## src/mim_pkg.sv

```systemverilog
// Shared types, constants and arithmetic helpers for the mecanum input matrix block.
// No dependencies; mim_cfg, mim_front, mim_fifo, mim_back and the top level import this package.
package mim_pkg;

    localparam int WHEEL_COUNT = 4;

    // Configuration register indexes.
    localparam logic [7:0] REG_MASS            = 8'd0;
    localparam logic [7:0] REG_INERTIA         = 8'd1;
    localparam logic [7:0] REG_LINEAR_DAMPING  = 8'd2;
    localparam logic [7:0] REG_ANGULAR_DAMPING = 8'd3;
    localparam logic [7:0] REG_MOTOR_GAIN      = 8'd4;
    localparam logic [7:0] REG_WHEEL_RADIUS    = 8'd5;
    localparam logic [7:0] REG_HALF_LENGTH_X   = 8'd6;
    localparam logic [7:0] REG_HALF_LENGTH_Y   = 8'd7;

    // Wheel column codes.
    localparam logic [1:0] WHEEL_FL = 2'd0;
    localparam logic [1:0] WHEEL_FR = 2'd1;
    localparam logic [1:0] WHEEL_RL = 2'd2;
    localparam logic [1:0] WHEEL_RR = 2'd3;

    localparam logic signed [33:0] CORDIC_X0 = 34'sd652032874;
    localparam logic [31:0] MAG_FULL = 32'h8000_0000;

    // One angle as handed from the front to the back: the two heading
    // combinations c+s and c-s in sign and magnitude form.
    typedef struct packed {
        logic        neg_sum;
        logic [17:0] mag_sum;
        logic        neg_dif;
        logic [17:0] mag_dif;
    } t_job;

    // Values that follow from the configuration alone.
    typedef struct packed {
        logic [31:0] mass;
        logic [31:0] scale;
        logic [31:0] turn_mag;
        logic [31:0] lin_term;
        logic [31:0] ang_term;
    } t_derived;

    typedef enum logic [3:0] {
        CF_S_GO, CF_S_WAIT, CF_TAU, CF_T_GO, CF_T_WAIT,
        CF_L_GO, CF_L_WAIT, CF_A_GO, CF_A_WAIT, CF_DONE
    } t_cfg_state;

    typedef enum logic [2:0] {
        BK_IDLE, BK_MUL, BK_GO, BK_WAIT, BK_LOAD
    } t_back_state;

    function automatic logic signed [33:0] cordic_atan(input int idx);
        logic signed [33:0] v;
        case (idx)
            0:       v = 34'sd536870912;
            1:       v = 34'sd316933406;
            2:       v = 34'sd167458907;
            3:       v = 34'sd85004756;
            4:       v = 34'sd42667331;
            5:       v = 34'sd21354465;
            6:       v = 34'sd10679838;
            7:       v = 34'sd5340245;
            8:       v = 34'sd2670163;
            9:       v = 34'sd1335087;
            10:      v = 34'sd667544;
            11:      v = 34'sd333772;
            12:      v = 34'sd166886;
            13:      v = 34'sd83443;
            14:      v = 34'sd41722;
            default: v = 34'sd20861;
        endcase
        return v;
    endfunction

    // Limit a quotient to 2^31, the largest magnitude that still matters
    // for a signed 32-bit result.
    function automatic logic [31:0] cap_mag(input logic sat, input logic [31:0] quo);
        return (sat || quo[31]) ? MAG_FULL : quo;
    endfunction

    // Apply a sign to a capped magnitude with saturation.
    function automatic logic [31:0] sat_signed(input logic neg, input logic [31:0] mag);
        logic [31:0] r;
        if (!neg) begin
            r = (mag == MAG_FULL) ? 32'h7FFF_FFFF : mag;
        end else begin
            r = (mag == MAG_FULL) ? MAG_FULL : (32'd0 - mag);
        end
        return r;
    endfunction

endpackage

```

## src/mim_fifo.sv

```systemverilog
// Short queue of angle jobs between the front and the back.
// Depends on mim_pkg.
module mim_fifo #(
    parameter int DEPTH = 4
) (
    input  logic          i_clk,
    input  logic          i_rst_n,
    input  logic          i_push,
    input  mim_pkg::t_job i_data,
    output logic          o_ready,
    input  logic          i_pop,
    output mim_pkg::t_job o_data,
    output logic          o_valid
);
    import mim_pkg::*;

    localparam int PW = (DEPTH > 1) ? $clog2(DEPTH) : 1;
    localparam int CW = $clog2(DEPTH + 1);

    t_job          r_mem [0:DEPTH-1];
    logic [PW-1:0] r_wr, r_rd;
    logic [CW-1:0] r_cnt;
    logic          w_push, w_pop;

    assign o_ready = r_cnt != CW'(DEPTH);
    assign o_valid = r_cnt != '0;
    assign w_push  = i_push && o_ready;
    assign w_pop   = i_pop && o_valid;
    assign o_data  = r_mem[r_rd];

    always_ff @(posedge i_clk) begin
        if (!i_rst_n) begin
            r_wr  <= '0;
            r_rd  <= '0;
            r_cnt <= '0;
        end else begin
            if (w_push) r_wr <= (r_wr == PW'(DEPTH - 1)) ? '0 : r_wr + 1'b1;
            if (w_pop)  r_rd <= (r_rd == PW'(DEPTH - 1)) ? '0 : r_rd + 1'b1;
            if (w_push && !w_pop) r_cnt <= r_cnt + 1'b1;
            else if (w_pop && !w_push) r_cnt <= r_cnt - 1'b1;
        end
    end

    always_ff @(posedge i_clk) begin
        if (w_push) r_mem[r_wr] <= i_data;
    end
endmodule

```

## config.mk

```make
export PLATFORM = sky130hd
export DESIGN_NAME = mim_fifo
export DESIGN_NICKNAME = d
export VERILOG_FILES = /design/src/mim_pkg.sv /design/src/mim_fifo.sv
export SDC_FILE = /design/constraint.sdc
export NUM_CORES = 1
export LEC_CHECK = 0
export BUFFER_PORTS_ARGS = -buffer_cell sky130_fd_sc_hd__buf_2
export CAP_MARGIN = 10
export CORE_ASPECT_RATIO = 0.6
export CORE_MARGIN = 3
export CORE_UTILIZATION = 40
export CTS_CLUSTER_SIZE = 28
export DETAILED_ROUTE_END_ITERATION = 12
export GPL_TIMING_DRIVEN = 1
export PLACE_DENSITY_LB_ADDON = 0.05
export SLEW_MARGIN = 5
export SYNTH_ARGS = -nofsm -noshare
export SYNTH_HDL_FRONTEND = slang
export SYNTH_SLANG_ARGS = --single-unit
```

## constraint.sdc

```tcl
create_clock -name i_clk -period 6.8 [get_ports i_clk]
set_input_delay 1.36 -clock i_clk [delete_from_list [all_inputs] [get_ports i_clk]]
set_output_delay 1.36 -clock i_clk [all_outputs]
set_load 0.02 [all_outputs]
```

==> key figures, run 1 <==
Drt
  • Number of vias after detailed routing: 2707
  • Aggregate routed wire length: 10730 um
  • Via-per-instance ratio: 4.976
  • Residual antenna-violating net count after detailed routing: 0
  • Number of search-and-repair iterations in the first detailed-routing pass: 4
  • Count of unresolved DRC violations after routing: 0
  • Number of DRC markers in iteration 0: approximately 150
  • Routed length per placed instance: a little under 20 um

Place
  • IO Port Bufs: 81
  • Half-perimeter wire length of the detailed placement result: 6300 um
  • Placer Congestion: 0.6880

STA
  • FMAX: 266.1 MHz
  • Worst clock skew on the final layout: 0.007749 ns
  • Endpoints failing hold: 0
  • Transition time at the pin with the least slew margin: 1.052 ns
  • Max-slew violation count: 0
  • Final setup TNS: 0 ns
  • Setup repair after global routing missed its margin: false
  • Final critical path time including I/O delays and setup: between 3 and 4 ns
  • Worst relative slew slack: 29.86%
  • Final Cycle Share: 55.26%
  • Number of setup violations in the final report: 0

Critical path
  • Element type at the critical path end: output port
  • Highest fanout seen on the critical path: 25
  • Required time of the critical path: between 5 and 6 ns
  • Crit start category: register
  • Data arrival time of the worst path: 2.40 ns
  • WS Path Type: register to output port

Cells and area
  • Total Nets Final: 389
  • Core Util, Final: between 50 and 60%
  • Ant. Diodes: 0
  • Layout fillers: 1165
  • Ratio of cells with drive above 1 in the final layout: 45.17%
  • Area growth from synthesis to layout: 19.17%

Die
  • Floorplan die area: 16460 um2
  • Initial Utilization: 42.25%
  • CORE AREA: 14120 um2
  • Die outline height: 100.6 um
  • Total I/O pin count: between 80 and 90
  • Count of standard-cell rows: 33
  • Overall die width: 163.7 um

Clock tree
  • PostCTS Resize Cnt: 0
  • Buffer depth of the longest clock path: 2
  • Clock transition at the register clock pins on the worst setup and hold paths after CTS: 0.06 ns
  • Buffer cell driving the clock tree root: sky130_fd_sc_hd__clkbuf_16
  • Total number of H-tree levels: 4
  • Cts hold-fix bufs: 0
  • Worst skew pair latency: 0.41 ns
  • Clock tree from TritonCTS: done
  • Number of setup buffers added after CTS: 0
  • Sinks on Clock Net: around 160
  • Inserted Clock Buffers: 17

Yosys
  • Post-synth cell types: 27
  • Cell types occupying the most area after synthesis: sky130_fd_sc_hd__edfxtp_1, sky130_fd_sc_hd__mux4_2, sky130_fd_sc_hd__dfxtp_1
  • Synth Warn #: 0
  • Proportion of synthesized chip area in sequential cells: between 70% and 80%
  • Synthesized instance count: 249
  • Synth top area share: 76.51%
  • Post-synthesis cell area: 5966 um2
  • Post-Syn Nets: 298
  • Register bit total from synthesis: 161
  • Leading area contributor after synthesis: sky130_fd_sc_hd__edfxtp_1
  • Synthesized area per cell: ~24 um2

Global routing
  • GR Util All Layers: 14.06%
  • Maximum number of pins on one net before global-route repair: 39
  • Antenna violations before repair: 0
  • GR Overflow Total: 0
  • Wire length of the first global-routing pass: 16910 um
  • Via count of the first global-routing pass: 2912

Run status
  • Run status: finished clean

Power
  • Peak ir drop on the vdd network: 0.0001648 V
  • Sum of internal, switching and leakage power: 2771 uW
  • Pwr/cell area: about 390 nW/um2
  • Standby leakage power: between 0.002 and 0.0025 uW

Flow run
  • Maxcap violations: 0

Hold path
  • Path class of the lowest-slack min-delay path: register to register
## through the flow
step	instances	hold slack, ns	cell area (um2)	worst slack [ns]
CTS	544	0.5118	7109	2.935
global route	544	0.5548	7109	2.827
global placement	513	0.4927	6553	3.410
finish	544	0.5103	7109	3.042
floorplan	249	0.4677	5966	3.881
detailed placement	513	0.5034	6553	3.377
## flip-flops by register name, indices dropped and copies added, names as in the netlist, named ones only
register,count
r_mem,152
r_cnt,3
r_rd,2
r_wr,2
## cells in the mapped netlist
master                     number
sky130_fd_sc_hd__dfxtp_1        9
sky130_fd_sc_hd__xnor2_1        1
sky130_fd_sc_hd__and2_4         1
sky130_fd_sc_hd__clkbuf_1       2
sky130_fd_sc_hd__mux2i_1        2
sky130_fd_sc_hd__buf_2          4
sky130_fd_sc_hd__buf_4          1
sky130_fd_sc_hd__fa_1           1
sky130_fd_sc_hd__nor2_1         2
sky130_fd_sc_hd__a21boi_0       1
sky130_fd_sc_hd__nand4_1        1
sky130_fd_sc_hd__o21ai_1        1
sky130_fd_sc_hd__edfxtp_1     152
sky130_fd_sc_hd__or3b_1         1
sky130_fd_sc_hd__nand2_1        5
sky130_fd_sc_hd__nor2b_1        1
sky130_fd_sc_hd__xor2_1         1
sky130_fd_sc_hd__and3_2         4
sky130_fd_sc_hd__buf_6          3
sky130_fd_sc_hd__inv_1          3
sky130_fd_sc_hd__nand3_1        2
sky130_fd_sc_hd__or3_2          2
sky130_fd_sc_hd__o31ai_1        1
sky130_fd_sc_hd__ha_1           6
sky130_fd_sc_hd__o21ai_0        3
sky130_fd_sc_hd__and2_1         1
sky130_fd_sc_hd__mux4_2        38
## final cells by class
cell class / instances / area (um2) / share of cell area (%)
clock buffer: 17 / 425.4 / 5.984
clock inverter: 14 / 131.4 / 1.848
inverter: 3 / 11.26 / 0.1584
multi-input combinational: 75 / 1141 / 16.05
sequential: 161 / 4747 / 66.77
tap: 192 / 240.2 / 3.379
timing repair buffer: 82 / 412.9 / 5.808
## logic make-up (layout without fill, tap and decap cells)
| logic type | Yosys count | count (layout) | synth area share (%) |
|---|---|---|---|
| flip-flops | 161 | 161 | 79.53 |
| multiplexers | 40 | 40 | 14.68 |
| AND/OR/NAND/NOR | 20 | 20 | 1.972 |
| buffers and inverters | 13 | 116 | 1.342 |
| adder cells (fa/ha/maj) | 7 | 7 | 1.594 |
| AO/OA/AOI/OAI | 6 | 6 | 0.5872 |
| XOR/XNOR | 2 | 2 | 0.2937 |
## placed cells by master (no fill, tap or decap)
master,instances
sky130_fd_sc_hd__clkinvlp_4,6
sky130_fd_sc_hd__edfxtp_1,152
sky130_fd_sc_hd__or3_2,2
sky130_fd_sc_hd__mux2i_1,2
sky130_fd_sc_hd__clkinv_4,1
sky130_fd_sc_hd__mux4_2,38
sky130_fd_sc_hd__clkbuf_16,17
sky130_fd_sc_hd__and2_1,1
sky130_fd_sc_hd__bufinv_16,1
sky130_fd_sc_hd__xnor2_1,1
sky130_fd_sc_hd__o21ai_1,1
sky130_fd_sc_hd__dfxtp_1,7
sky130_fd_sc_hd__nand2_1,5
sky130_fd_sc_hd__nand3_1,2
sky130_fd_sc_hd__fa_1,1
sky130_fd_sc_hd__buf_4,1
sky130_fd_sc_hd__or3b_1,1
sky130_fd_sc_hd__xor2_1,1
sky130_fd_sc_hd__buf_2,81
sky130_fd_sc_hd__o31ai_1,1
sky130_fd_sc_hd__nor2_1,2
sky130_fd_sc_hd__dfxtp_2,2
sky130_fd_sc_hd__inv_1,3
sky130_fd_sc_hd__and2_4,1
sky130_fd_sc_hd__o21ai_0,3
sky130_fd_sc_hd__nand4_1,1
sky130_fd_sc_hd__a21boi_0,1
sky130_fd_sc_hd__inv_6,5
sky130_fd_sc_hd__and3_2,4
sky130_fd_sc_hd__ha_1,6
sky130_fd_sc_hd__clkinv_1,1
sky130_fd_sc_hd__nor2b_1,1
## power by group
part	leakage [uW]	switching [uW]	internal [uW]	total (uW)
sequential	0.00147	66.5	1210	1270
combinational	0.000666	342	262	604
clock	0.000253	387	506	893
total	0.00239	795	1980	2770
## metal layers
layer | up-vias | routed length, um | GRT usage, %
li1 | 1227 | - | -
met1 | 1410 | 5129 | 19.32
met2 | 62 | 4926 | 21.15
met3 | 8 | 591 | 4.844
met4 | 0 | 82 | 4.873
met5 | - | 0 | 0
## path summary, 6_finish.rpt
path	end	cells past startpoint	slack, ns	startpoint
worst min-delay path	r_wr[1]$_SDFFE_PN0P_	2	0.51	r_wr[1]$_SDFFE_PN0P_
worst max register to register	r_cnt[2]$_SDFFE_PN0P_	7	4.33	r_cnt[0]$_SDFFE_PN0P_
worst max-delay path	o_data[36]	3	3.04	register
worst min register to register	r_wr[1]$_SDFFE_PN0P_	2	0.51	r_wr[1]$_SDFFE_PN0P_
## critical path, cell delays in order, from the launching register on
cell and delay, ns:
sky130_fd_sc_hd__dfxtp_2 0.65, sky130_fd_sc_hd__buf_4 0.55, sky130_fd_sc_hd__mux4_2 0.58, sky130_fd_sc_hd__buf_2 0.19
Note: power is estimated with default switching activity, not from simulation.
==> inputs of run 2 (changes only) <==
Clock period 6.8 ns to 3.5 ns, I/O delays scaled along.
==> key figures, run 2 (synthesized netlist as in run 1, its figures left out) <==
Run status
  • Run status: finished clean

Die
  • Die outline height: 100.6 um (unchanged)
  • Initial Utilization: 42.25% (unchanged)
  • Overall die width: 163.7 um (unchanged)
  • Total I/O pin count: 82 (unchanged)
  • Count of standard-cell rows: 33 (unchanged)
  • CORE AREA: 14120 um2 (unchanged)
  • Floorplan die area: 16460 um2 (unchanged)

Clock tree
  • Worst skew pair latency: 0.41 ns (about the same)
  • PostCTS Resize Cnt: 0 (unchanged)
  • Sinks on Clock Net: 161 (unchanged)
  • Buffer depth of the longest clock path: 2 (unchanged)
  • Clock tree from TritonCTS: done
  • Buffer cell driving the clock tree root: sky130_fd_sc_hd__clkbuf_16
  • Clock transition at the register clock pins on the worst setup and hold paths after CTS: 0.06 ns (about the same)
  • Inserted Clock Buffers: 17 (unchanged)
  • Cts hold-fix bufs: 0 (unchanged)
  • Total number of H-tree levels: 4 (unchanged)
  • Number of setup buffers added after CTS: 0 (unchanged)

Power
  • Peak ir drop on the vdd network: 0.0003000 V (+82%)
  • Sum of internal, switching and leakage power: 5416 uW (+95%)
  • Pwr/cell area: 754.1 nW/um2 (+93%)
  • Standby leakage power: 0.002446 uW (+2.5%)

STA
  • Endpoints failing hold: 0 (unchanged)
  • Transition time at the pin with the least slew margin: 0.6186 ns (-0.4335 ns)
  • Setup repair after global routing missed its margin: false
  • Final critical path time including I/O delays and setup: between 2 and 3 ns
  • Final setup TNS: 0 ns (unchanged)
  • Max-slew violation count: 0 (unchanged)
  • Final Cycle Share: 77.06%
  • Worst clock skew on the final layout: 0.009120 ns (+0.001372 ns)
  • Worst relative slew slack: 58.76% (+29 points)
  • Number of setup violations in the final report: 0 (unchanged)
  • Min Hold Slack: 0.5052 ns (-0.005063 ns)
  • FMAX: about 370 MHz

Flow run
  • Maxcap violations: 0 (unchanged)

Cells and area
  • Ratio of cells with drive above 1 in the final layout: 46.13% (+0.96 points)
  • Final instance count without filler cells: 554 (+1.8%)
  • Commonest non-fill, non-tap cells in the layout: sky130_fd_sc_hd__edfxtp_1, sky130_fd_sc_hd__buf_2, sky130_fd_sc_hd__mux4_2
  • Core Util, Final: 50.86% (+0.51 points)
  • Most flops, register: r_mem
  • Layout fillers: 1166 (+0.086%)
  • Largest registers in the final layout: r_mem (152), r_cnt (3)
  • Flip-flop count of the largest register, all copies and words added: 152 (unchanged)
  • Ant. Diodes: 0 (unchanged)
  • Total Nets Final: 398 (+2.3%)
  • Area growth from synthesis to layout: 20.39%
  • Most frequent standard cell in the layout excluding fill and tap cells: sky130_fd_sc_hd__edfxtp_1

Critical path
  • Slowest stage cell, crit path: sky130_fd_sc_hd__dfxtp_2
  • Path depth of the worst reg2reg path: 7 (unchanged)
  • Highest fanout seen on the critical path: 20 (-20%)
  • Data arrival time of the worst path: 2.00 ns (-0.40 ns)
  • Crit start category: register
  • Flop2flop setup slack: 1.08 ns (-3.25 ns)
  • Endpoint of the most critical register-to-register path: r_cnt[2]$_SDFFE_PN0P_
  • Number of gates on the worst path with buffers counted: 3 (unchanged)
  • WS Path Type: register to output port
  • Critical register-to-register path startpoint: r_cnt[0]$_SDFFE_PN0P_
  • Crit path to: o_data[6]
  • Required time of the critical path: 2.80 ns (-2.64 ns)
  • Element type at the critical path end: output port
  • Largest stage delay on the critical path: 0.71 ns (+0.06 ns)
  • Worst Path Buf+Inv: 2 (unchanged)
  • Worst path cell trace: buf_4, mux4_2, buf_2
  • Cell type group with the largest total delay on the critical path: flip-flops

Drt
  • Aggregate routed wire length: 10710 um (-0.17%)
  • Number of DRC markers in iteration 0: 126 (-17%)
  • Number of search-and-repair iterations in the first detailed-routing pass: 6 (+2)
  • Routed length per placed instance: 19.34 um (-2.0%)
  • Via-per-instance ratio: 4.944 (-0.64%)
  • Number of vias after detailed routing: 2739 (+1.2%)
  • Count of unresolved DRC violations after routing: 0 (unchanged)
  • Residual antenna-violating net count after detailed routing: 0 (unchanged)

Place
  • IO Port Bufs: 81 (unchanged)
  • Half-perimeter wire length of the detailed placement result: 6655 um (+5.6%)
  • DP Cell Count: 522 (+1.8%)
  • Placer Congestion: 0.7111 (+3.4%)

Global routing
  • Maximum number of pins on one net before global-route repair: 39 (unchanged)
  • Via count of the first global-routing pass: 2915 (+0.10%)
  • GR Overflow Total: 0 (unchanged)
  • Antenna violations before repair: 0 (unchanged)
  • Wire length of the first global-routing pass: 16500 um (-2.4%)
  • GR Util All Layers: 13.85% (-0.20 points)

Hold path
  • Path class of the lowest-slack min-delay path: primary input to register
[run 2: changes by cell type in the layout (fill, tap and decap cells not counted)]
| cell | before | now |
|---|---|---|
| sky130_fd_sc_hd__inv_6 | 5 | 4 |
| sky130_fd_sc_hd__clkinv_4 | 1 | 3 |
| sky130_fd_sc_hd__inv_8 | 0 | 1 |
| sky130_fd_sc_hd__clkbuf_1 | 0 | 2 |
| sky130_fd_sc_hd__buf_4 | 1 | 10 |
| sky130_fd_sc_hd__clkinvlp_4 | 6 | 3 |
[run 2: worst register-to-register path, delay by kind of cell, from the launching register on]
| family | cells | cell delay (ns) |
|---|---|---|
| XOR/XNOR | 1 | 0.17 |
| AO/OA/AOI/OAI | 2 | 0.67 |
| AND/OR/NAND/NOR | 1 | 0.40 |
| adder cells (fa/ha/maj) | 2 | 0.67 |
| flip-flops | 1 | 0.37 |
| buffers and inverters | 1 | 0.07 |
[run 2: report_power, final]
group | leakage (uW) | internal (uW) | switching (uW)
registers | 0.00147 | 2340 | 87.0
logic | 0.000714 | 531 | 719
clock network | 0.000265 | 993 | 745
[run 2: worst min-delay path by stage]
stage	start	end	cells after the start
finish	i_data[17]	r_mem[0][17]$_DFFE_PP_	1
global route	i_data[17]	r_mem[0][17]$_DFFE_PP_	1
CTS	i_data[17]	r_mem[0][17]$_DFFE_PP_	1
detailed placement	r_wr[1]$_SDFFE_PN0P_	r_wr[1]$_SDFFE_PN0P_	2
global placement	r_cnt[2]$_SDFFE_PN0P_	r_cnt[2]$_SDFFE_PN0P_	2
floorplan	r_wr[1]$_SDFFE_PN0P_	r_wr[1]$_SDFFE_PN0P_	2
[run 2: through the flow]
step                setup WS, ns  instance area, um2
global route              0.6992                7182
finish                    0.8029                7182
detailed placement        0.9767                6620
CTS                       0.7492                7182
global placement           1.098                6620
floorplan                  1.241                5966
[run 2: layer usage]
metal	vias up	routed length (um)	part of all wire, %	track usage, %
met2	71	4930	46	21.05
met1	1416	5070	47	18.91
met4	0	101	0.94	5.458
met5	-	0	0	0
met3	9	611	5.7	4.310
li1	1243	-	-	-
[run 2: cell type report]
class,instances,area [um2],area share (%)
clock buffers,19,432.9,6.028
multi-input cells,75,1141,15.89
inverters,3,11.26,0.1568
clock inverters,13,128.9,1.794
flip-flops and latches,161,4747,66.10
repair buffers,91,480.5,6.690
well taps,192,240.2,3.345
==> inputs of run 3 (changes only) <==
Clock period 3.5 ns to 2.35 ns, I/O delays scaled along.
==> key figures, run 3 (synthesized netlist as in run 1, its figures left out) <==
Run status
  • Run status: finished clean

Critical path
  • Highest fanout seen on the critical path: 19 (-5.0%)
  • Element type at the critical path end: output port
  • Flop2flop setup slack: 0.19 ns (-0.89 ns)
  • Crit start category: register
  • WS Path Type: register to output port
  • Data arrival time of the worst path: 1.78 ns (-0.22 ns)
  • Required time of the critical path: 1.88 ns (-0.92 ns)

STA
  • FMAX: 445.1 MHz
  • Final Cycle Share: 95.60%
  • Number of setup violations in the final report: 0 (unchanged)
  • Final setup slack of the worst path: 0.1034 ns (-0.6995 ns)
  • Worst clock skew on the final layout: 0.007423 ns (-0.001697 ns)
  • Final critical path time including I/O delays and setup: 2.247 ns
  • Endpoints failing hold: 0 (unchanged)
  • Transition time at the pin with the least slew margin: 1.056 ns (+0.4374 ns)
  • Max-slew violation count: 0 (unchanged)
  • Setup repair after global routing missed its margin: false
  • Worst relative slew slack: 29.60% (-29 points)

Global routing
  • Grt met1 use: 18.20% (-0.70 points)
  • GR Util All Layers: 13.68% (-0.18 points)
  • Via count of the first global-routing pass: 2911 (-0.14%)
  • Global route hottest layer: met2
  • Met3 global-route usage: 4.516% (+0.21 points)
  • Maximum number of pins on one net before global-route repair: 39 (unchanged)
  • GR Overflow Total: 0 (unchanged)
  • Wire length of the first global-routing pass: 16390 um (-0.67%)
  • Global Route met2 Usage: 21.46% (+0.41 points)
  • Antenna violations before repair: 0 (unchanged)

Die
  • Initial Utilization: 42.25% (unchanged)
  • CORE AREA: 14120 um2 (unchanged)
  • Count of standard-cell rows: 33 (unchanged)
  • Floorplan die area: 16460 um2 (unchanged)
  • Die outline height: 100.6 um (unchanged)
  • Total I/O pin count: 82 (unchanged)
  • Overall die width: 163.7 um (unchanged)

Clock tree
  • Total number of H-tree levels: 4 (unchanged)
  • Inserted Clock Buffers: 17 (unchanged)
  • Clock tree from TritonCTS: done
  • Buffer depth of the longest clock path: 2 (unchanged)
  • Sinks on Clock Net: 161 (unchanged)
  • Worst skew pair latency: 0.40 ns (about the same)
  • Clock transition at the register clock pins on the worst setup and hold paths after CTS: 0.06 ns (about the same)
  • Buffer cell driving the clock tree root: sky130_fd_sc_hd__clkbuf_16
  • Cts hold-fix bufs: 0 (unchanged)

Place
  • IO Port Bufs: 81 (unchanged)
  • Placer Congestion: 0.6708 (-5.7%)
  • Half-perimeter wire length of the detailed placement result: 5924 um (-11%)
  • Dpl ws: -0.03247 ns (-1.009 ns)
  • Instance area at placement: 6600 um2 (-0.30%)

Cells and area
  • Ratio of cells with drive above 1 in the final layout: 47.06% (+0.93 points)
  • Area growth from synthesis to layout: 20.64%
  • Total Nets Final: 393 (-1.3%)
  • Flip-flop count of the largest register, all copies and words added: 152 (unchanged)
  • Most flops, register: r_mem
  • Most frequent standard cell in the layout excluding fill and tap cells: sky130_fd_sc_hd__edfxtp_1
  • Largest registers in the final layout: r_mem (152), r_cnt (3)
  • Commonest non-fill, non-tap cells in the layout: sky130_fd_sc_hd__edfxtp_1, sky130_fd_sc_hd__buf_2, sky130_fd_sc_hd__mux4_2
  • Final non-filler cell area: 7197 um2 (+0.21%)
  • Ant. Diodes: 0 (unchanged)

Drt
  • Routed length per placed instance: 19.04 um (-1.5%)
  • Number of search-and-repair iterations in the first detailed-routing pass: 4 (-2)
  • Number of DRC markers in iteration 0: 183 (+45%)
  • Aggregate routed wire length: 10450 um (-2.4%)
  • Via-per-instance ratio: 4.944 (about the same)
  • Number of vias after detailed routing: 2714 (-0.91%)
  • Count of unresolved DRC violations after routing: 0 (unchanged)
  • Residual antenna-violating net count after detailed routing: 0 (unchanged)

Hold path
  • Path class of the lowest-slack min-delay path: primary input to register

Flow run
  • Maxcap violations: 0 (unchanged)

Power
  • Peak ir drop on the vdd network: 0.0004101 V (+37%)
  • Pwr/cell area: 1121 nW/um2 (+49%)
  • Standby leakage power: 0.002432 uW (-0.57%)
-- run 3: cell types whose count changed in the layout (fill, tap and decap cells not counted), moves of 2 or more --
cell                       delta
sky130_fd_sc_hd__clkbuf_1     -2
sky130_fd_sc_hd__buf_4        -8
sky130_fd_sc_hd__dfxtp_1      -3
sky130_fd_sc_hd__dfxtp_2      +3
sky130_fd_sc_hd__inv_6        +3
-- run 3: routing by layer --
| layer | part of all wire (%) | routed length [um] |
|---|---|---|
| met1 | 45 | 4680 |
| met2 | 48 | 4998 |
| met3 | 6.7 | 700 |
| met4 | 0.70 | 73 |
| met5 | 0 | 0 |
-- run 3: cell type report --
cell class	instances	area, um2
fillers	1178	6924
flip-flops and latches	161	4751
multi-input cells	75	1155
repair buffers	86	493.0
clock buffers	17	425.4
well taps	192	240.2
clock inverters	15	121.4
inverters	3	11.26
-- run 3: worst max-delay path, cell delays in order (launching register included) --
cell	delay, ns
sky130_fd_sc_hd__dfxtp_2	0.40
sky130_fd_sc_hd__buf_16	0.21
sky130_fd_sc_hd__mux4_2	0.56
sky130_fd_sc_hd__buf_2	0.18
-- run 3: metrics by stage --
stage	power, uW	util [%]	TNS (ns)	hold WS, ns	std cells
after floorplan	4984	-	0	0.4677	249
after global placement	5567	46.74	0	0.4975	516
after detailed placement	5583	46.74	-0.03247	0.5060	516
after CTS	8150	50.70	-0.003019	0.2509	548
after global routing	8478	50.97	0	0.2580	549
final	8067	50.97	0	0.2748	549
-- run 3: path summary, 6_finish.rpt --
| path | startpoint | end | cells after the start |
|---|---|---|---|
| setup reg to reg | r_cnt[1]$_SDFFE_PN0P_ | r_cnt[2]$_SDFFE_PN0P_ | 7 |
| hold / removal | i_data[17] | r_mem[1][17]$_DFFE_PP_ | 1 |
| setup / recovery | register | o_data[6] | 3 |
| hold reg to reg | r_wr[1]$_SDFFE_PN0P_ | r_wr[1]$_SDFFE_PN0P_ | 2 |
-- run 3: repair_timing --
item | 4_1_cts | 5_1_grt
setup buffers | 0 | 0
gates cloned | 0 | 1
gates resized for setup | 2 | 4
setup endpoints to repair | 3 | 20
-- run 3: power breakdown --
part           total [uW]  switching (uW)  internal, uW
registers            3620             123          3500
logic                1930            1090           839
clock network        2520            1140          1380
